## src/hdl/sas_pkg.sv

```systemverilog
// Shared types and constants for the shape area sorter.
package sas_pkg;

    localparam int AREA_W  = 28;
    localparam int ENTRY_W = 31;

    localparam logic [1:0] MODE_RECT = 2'd0;
    localparam logic [1:0] MODE_CIRC = 2'd1;
    localparam logic [1:0] MODE_TRI  = 2'd2;

    // pi in Q16, times four for quarter units, then >> 14
    localparam logic [17:0] PI_Q16     = 18'd205887;
    localparam int          CIRC_SHIFT = 14;

    typedef enum logic [3:0] {
        ST_IDLE,
        ST_STAGE1,
        ST_STAGE2,
        ST_SQRT,
        ST_STORE,
        ST_CHECK,
        ST_SCAN,
        ST_DRAIN,
        ST_EMIT
    } sas_state_t;

    typedef struct packed {
        logic load;
        logic stage1;
        logic stage2;
        logic sqrt_step;
        logic store;
        logic clear_run;
        logic scan_start;
        logic scan_step;
        logic emit;
    } sas_cmd_t;

    typedef struct packed {
        logic last;
        logic tri_run;
        logic sqrt_last;
        logic empty;
        logic scan_last;
        logic final_pick;
    } sas_status_t;

endpackage

```

## src/hdl/sas_ctrl.sv

```systemverilog
// Sequencer for area calculation, storing and sorted output.
module sas_ctrl
    import sas_pkg::*;
(
    input  logic        clk,
    input  logic        rst_n,
    input  logic        start,
    input  sas_status_t status,
    output logic        busy,
    output sas_cmd_t    cmd
);

    sas_state_t state_reg;
    sas_state_t state_next;

    always_ff @(posedge clk or negedge rst_n)
    begin
        if (!rst_n)
        begin
            state_reg <= ST_IDLE;
        end
        else
        begin
            state_reg <= state_next;
        end
    end

    always_comb
    begin
        state_next = state_reg;
        cmd        = '0;
        busy       = 1'b1;
        unique case (state_reg)
            ST_IDLE:
            begin
                busy = 1'b0;
                if (start)
                begin
                    cmd.load   = 1'b1;
                    state_next = ST_STAGE1;
                end
            end
            ST_STAGE1:
            begin
                cmd.stage1 = 1'b1;
                state_next = ST_STAGE2;
            end
            ST_STAGE2:
            begin
                cmd.stage2 = 1'b1;
                state_next = status.tri_run ? ST_SQRT : ST_STORE;
            end
            ST_SQRT:
            begin
                cmd.sqrt_step = 1'b1;
                if (status.sqrt_last)
                begin
                    state_next = ST_STORE;
                end
            end
            ST_STORE:
            begin
                cmd.store  = 1'b1;
                state_next = ST_CHECK;
            end
            ST_CHECK:
            begin
                if (!status.last)
                begin
                    state_next = ST_IDLE;
                end
                else if (status.empty)
                begin
                    cmd.clear_run = 1'b1;
                    state_next    = ST_IDLE;
                end
                else
                begin
                    cmd.scan_start = 1'b1;
                    state_next     = ST_SCAN;
                end
            end
            ST_SCAN:
            begin
                cmd.scan_step = 1'b1;
                if (status.scan_last)
                begin
                    state_next = ST_DRAIN;
                end
            end
            ST_DRAIN:
            begin
                state_next = ST_EMIT;
            end
            ST_EMIT:
            begin
                cmd.emit = 1'b1;
                if (status.final_pick)
                begin
                    state_next = ST_IDLE;
                end
                else
                begin
                    cmd.scan_start = 1'b1;
                    state_next     = ST_SCAN;
                end
            end
            default:
            begin
                state_next = ST_IDLE;
            end
        endcase
    end

endmodule

```

## config.mk

```make
export PLATFORM = sky130hd
export DESIGN_NAME = sas_ctrl
export DESIGN_NICKNAME = d
export VERILOG_FILES = /design/src/hdl/sas_pkg.sv /design/src/hdl/sas_ctrl.sv
export SDC_FILE = /design/constraint.sdc
export NUM_CORES = 1
export LEC_CHECK = 0
export ABC_AREA = 1
export BUFFER_PORTS_ARGS = -buffer_cell sky130_fd_sc_hd__buf_2
export CAP_MARGIN = 10
export CORE_AREA = 2 2 39 41
export CTS_CLUSTER_SIZE = 20
export DETAILED_ROUTE_END_ITERATION = 7
export DIE_AREA = 0 0 41 43
export HOLD_SLACK_MARGIN = 0.12
export PLACE_DENSITY_LB_ADDON = 0.08
export SKIP_LAST_GASP = 1
export SYNTH_ARGS = -nofsm -noshare
export SYNTH_HDL_FRONTEND = slang
export SYNTH_SLANG_ARGS = --single-unit
```

## constraint.sdc

```tcl
create_clock -name clk -period 1.4 [get_ports clk]
set_clock_uncertainty 0.1 [all_clocks]
set_input_delay 0.07 -clock clk [delete_from_list [all_inputs] [get_ports clk]]
set_output_delay 0.07 -clock clk [all_outputs]
set_load 0.01 [all_outputs]
```

==> results_dict.tcl, run 1 <==
set metrics [dict create \
    syn_nets 65 \
    cts.root.buffer_cell "clkbuf_4" \
    finalHoldViolCount 0 \
    cp-start-kind "register" \
    rsz0062_at_grt "true" \
    clkLatencyLatePin_ns 0.24 \
    worstSetupPathType "register to output pin" \
    final.setup.worst_slack_ns 0.0242 \
    reg2reg_depth 6 \
    drt_iter0_drc 10 \
    synth_top_area_share_pct 25.8 \
    holdPathStages 5 \
    power_density_mw_per_mm2 1830 \
    ctsLongestPathBuffers 2 \
    dieArea_mm2 0.00176 \
    layout-drive-gt1-share_pct 56.0 \
    avgSynthCellArea_um2 6.93 \
    internal-power_mw 0.560 \
    fin_crit_ns 1.38 \
    place_worst_setup_slack_ns 0.0802 \
    ys_warn_count 0 \
    grt_overflow_total 0 \
    antenna_found_initial 0 \
    via_count 439 \
    synth_cell_types 14 \
    path_max_fanout 4 \
    yosysSeqAreaShare_pct 25.8 \
    worst_pin_slew_ns 0.255 \
    nets 95 \
    antennaDiodeCount 0 \
    grt_max_degree 8 \
    cts_tree "done" \
    grt_pass1_vias 383 \
    leakagePower_nw 0.363 \
    clkPwrFrac_pct 13.3 \
    rows 14 \
    seqPwrFrac_pct 23.7 \
    worst_hold_path_type "input pin to register" \
    clkSinkCount 4 \
    setup_viol 0 \
    maxCapViolCount 0 \
    drc_errors 0 \
    clkTransAtPathRegs_ns 0.04 \
    fmax_mhz 727 \
    hpwl_um 738 \
    cp.required_ns 1.23 \
    netlist_area_um2 388 \
    largest_reg_flops 4 \
    netlist_instances 56 \
    swShare_pct 49.1 \
    numCtsBuffers 3 \
    core_area_mm2 0.00138 \
    n_fill_cell 161 \
    ys_ff_latch 4 \
    crit_arrival_ns 1.21 \
    finalPower_mw 1.10 \
    slew_headroom_pct 82.8 \
    dr.pass1.iters 3 \
    tns_ns 0 \
    num_io_pins 19 \
    p_comb_share_pct 63.0 \
    critical_path.endpoint_type "output pin" \
    switchingPower_mw 0.540 \
    vias_per_cell 4.39 \
    status "finished clean" \
    drtAntennaViolNets 0 \
    die_y_um 43 \
    fin_crit_sh_pct 98.3 \
    syn_to_final_growth_pct 54.8 \
    slew_viol_final 0 \
    grt_pass1_wl_um 1490 \
    stdcell_area_um2 601 \
    synthTopCellsByArea "dfrtp_1 26%, nor2_4 15%, inv_1 11%, nand3_1 9.0%, nand2_1 8.7%" \
    die_w_um 41 \
    start_util_pct 28.0 \
    drt_wl_total_um 921 \
    dpl_cell_area_um2 498 \
    place.gp.congestion 0.738 \
    peakVddDrop_mv 0.846 \
    cts_htree_levels 1 \
    hold-worst-slack_ns 0.135 \
    synth_top_area_cell "dfrtp_1" \
    grt_use_total_pct 12.3 \
    wl_per_cell_um 9.21 \
    io_buffers 18 \
]
[layout by cell type, fill, tap and decap left out, drive strengths merged]
cell,instances
nand2,11
buf,21
clkbuf,3
inv,14
nand4,2
nor4,3
nand3b,1
dlygate4sd3,4
o21ai,2
nor2,11
dfrtp,4
nand3,8
[final timing paths]
kind,to,start,slack (ns)
worst min-delay path,state_reg[0],status[4],0.13
min in group asynchronous,state_reg[3],rst_n,0.62
worst max-delay path,cmd[2],state_reg[2],0.02
worst min register to register,state_reg[3],state_reg[3],0.45
worst max register to register,state_reg[1],state_reg[3],0.13
max in group asynchronous,state_reg[0],rst_n,0.40
[layer usage]
metal	vias up	wire length, um	GRT usage [%]
met5	-	0	0
met4	0	12	6.00
met3	2	37	1.57
met2	11	463	19.1
met1	191	407	16.0
li1	235	-	-
[Yosys cell counts]
cell type / instances
inv_1: 11
nand2_1: 9
nand3_1: 7
nor2_4: 5
dfrtp_1: 4
nor2_1: 4
inv_2: 3
nor4_1: 3
nand2_2: 2
nand4_1: 2
nor2_2: 2
o21ai_2: 2
nand3_2: 1
nand3b_2: 1
[cells by family (layout without fill, tap and decap cells)]
group | Yosys count | after routing | share of synthesized area [%]
and+or+nand+nor | 36 | 36 | 56.1
AOI/OAI and AO/OA | 2 | 2 | 4.52
buffers and inverters | 14 | 42 | 13.5
DFF | 4 | 4 | 25.8
[area by class of cell]
| class | instances | area, um^2 | share of cell area (%) |
|---|---|---|---|
| tap | 16 | 20.0 | 3.33 |
| sequential | 4 | 105 | 17.5 |
| multi-input combinational | 38 | 248 | 41.3 |
| timing repair buffer | 25 | 153 | 25.4 |
| clock buffer | 3 | 22.5 | 3.75 |
| inverter | 14 | 52.6 | 8.75 |
[power groups by stage]
stage                     clock network, mW  registers, mW  logic [mW]
after global routing                  0.159          0.272       0.780
after CTS                             0.144          0.257       0.633
after global placement                    0          0.253       0.624
after detailed placement                  0          0.254       0.618
after floorplan                           0          0.237       0.454
final                                 0.146          0.261       0.693
[metrics by stage]
step	util, %	cells
floorplan	-	56
global placement	36.0	90
detailed placement	36.0	90
CTS	40.7	97
global route	43.4	100
finish	43.4	100
[worst max-delay path, stage by stage (launching register included)]
cell and delay (ns):
dfrtp_2 0.43, buf_4 0.15, nor2_2 0.09, nand3_1 0.11, nand2_1 0.07, buf_2 0.12
[repair_timing]
item                                    CTS  global route
pin swaps                                 1             3
endpoints found under the hold margin     6             0
hold buffers                              4             0
endpoints found under the setup margin    3            13
buffers inserted                          0             3
resized for setup                         2             5
Note: power is estimated with default switching activity, not from simulation.
==> run 2: changes to the inputs <==
CELL_PAD_IN_SITES_DETAIL_PLACEMENT = 1   (was unset)
CELL_PAD_IN_SITES_GLOBAL_PLACEMENT = 1   (was unset)
CORE_AREA = unset   (was 2 2 39 41)
CORE_MARGIN = 2   (was unset)
CORE_UTILIZATION = 28   (was unset)
DIE_AREA = unset   (was 0 0 41 43)
GPL_ROUTABILITY_DRIVEN = 0   (was unset)
SLEW_MARGIN = 20   (was unset)
==> results_dict.tcl, run 2 (synthesis results as in run 1) <==
set metrics [dict create \
    start_util_pct 29.8 \
    die_y_um 41.2 \
    worst_hold_path_type "input pin to register" \
    final_cell_mix "17 x buf_2, 10 x inv_1, 8 x nand2_1" \
    cp_slowest_stage_delay_ns 0.45 \
    vias_per_cell 4.75 \
    critPathBufInv 2 \
    io_buffers 18 \
    rsz0062_at_grt "true" \
    hold_start "status[4]" \
    wl_per_cell_um 12.1 \
    final.setup.worst_slack_ns 0.00871 \
    drc_errors 0 \
    power_density_mw_per_mm2 1880 \
    largest_reg_flops 4 \
    path_delay_family "flip-flops" \
    hpwl_um 901 \
    drtAntennaViolNets 0 \
    crit_arrival_ns 1.22 \
    status "finished clean" \
    critical_path.endpoint_type "output pin" \
    slew_headroom_pct 81.1 \
    layout-drive-gt1-share_pct 60.9 \
    nets 98 \
    cp.required_ns 1.23 \
    clkLatencyLatePin_ns 0.23 \
    reg2reg_slack_ns 0.009 \
    die_w_um 41.2 \
    grt_max_degree 8 \
    num_io_pins 19 \
    slew_viol_final 0 \
    final_common_cell "buf_2" \
    path_cells "nor2_4 -> nand3_2 -> inv_2 -> buf_6" \
    n_fill_cell 179 \
    place_worst_setup_slack_ns 0.00509 \
    fin_crit_sh_pct 99.4 \
    path_max_fanout 5 \
    worstReg2RegStart "state_reg[3]" \
    worst_pin_slew_ns 0.282 \
    crit_slowest_cell "dfrtp_2" \
    cp-start-kind "register" \
    grt_pass1_wl_um 1830 \
    peakVddDrop_mv 0.665 \
    grt_overflow_total 0 \
    via_count 485 \
    cts_tree "done" \
    clkSinkCount 4 \
    tns_ns 0 \
    drt_wl_total_um 1230 \
    final_core_util_pct 50.0 \
    maxCapViolCount 0 \
    rows 13 \
    cts_htree_levels 1 \
    startpoint "state_reg[3]" \
    cp_num_cells 4 \
    fmax_mhz 719 \
    dieArea_mm2 0.00170 \
    dr.pass1.iters 4 \
    numCtsBuffers 3 \
    antennaDiodeCount 0 \
    grt_pass1_vias 427 \
    holdPathStages 5 \
    setup_viol 0 \
    core_area_mm2 0.00130 \
    leakagePower_nw 0.383 \
    drt_iter0_drc 3 \
    antenna_found_initial 0 \
    clkTransAtPathRegs_ns 0.04 \
    ctsLongestPathBuffers 2 \
    cts.root.buffer_cell "clkbuf_4" \
    syn_to_final_growth_pct 67.7 \
    finalHoldViolCount 0 \
    fin_crit_ns 1.39 \
    worstSetupPathType "register to output pin" \
    grt_use_total_pct 16.9 \
    reg2reg_depth 6 \
]
[run 2: final timing paths]
check,to
worst min register to register,state_reg[3]
min in group asynchronous,state_reg[3]
worst min-delay path,state_reg[0]
max in group asynchronous,state_reg[0]
worst max-delay path,cmd[5]
worst max register to register,state_reg[2]
[run 2: power breakdown]
| group | internal, mW | switching [mW] | total [mW] |
|---|---|---|---|
| logic | 0.340 | 0.470 | 0.811 |
| clock network | 0.0959 | 0.0472 | 0.143 |
| registers | 0.169 | 0.0993 | 0.268 |
[run 2: cell type report]
cell class	count	area (um^2)	share of cell area, %
multi-input cells	38	270	41.5
repair buffers	28	181	27.9
flip-flops and latches	4	105	16.2
inverters	14	52.6	8.08
clock buffers	3	22.5	3.46
well taps	15	18.8	2.88
[run 2: repair_timing]
action / in CTS / in global routing
hold buffers: 4 / 0
pin swaps: 1 / 5
endpoints found under the hold margin: 6 / 0
endpoints found under the setup margin: 8 / 7
setup buffers: 1 / 5
resized for setup: 5 / 9
[run 2: routing by layer]
layer	part of all wire, %	wire (um)	global-route usage [%]
met5	0	0	0
met4	1.2	15	7.26
met3	4.0	49	5.43
met2	52	646	27.0
met1	42	521	20.7
[run 2: tightest hold or removal path, delay by kind of cell]
kind                   cells  cell delay (ns)
buffers and inverters      1             0.09
and+or+nand+nor            4             0.28
[run 2: through the flow]
| step | hold WS, ns | total power, mW | cells | instance area, um^2 |
|---|---|---|---|---|
| floorplan | -0.326 | 0.691 | 56 | 388 |
| global placement | -0.221 | 0.884 | 89 | 497 |
| detailed placement | -0.219 | 0.884 | 89 | 497 |
| CTS | 0.130 | 1.09 | 97 | 577 |
| global route | 0.197 | 1.33 | 102 | 651 |
| finish | 0.158 | 1.22 | 102 | 651 |
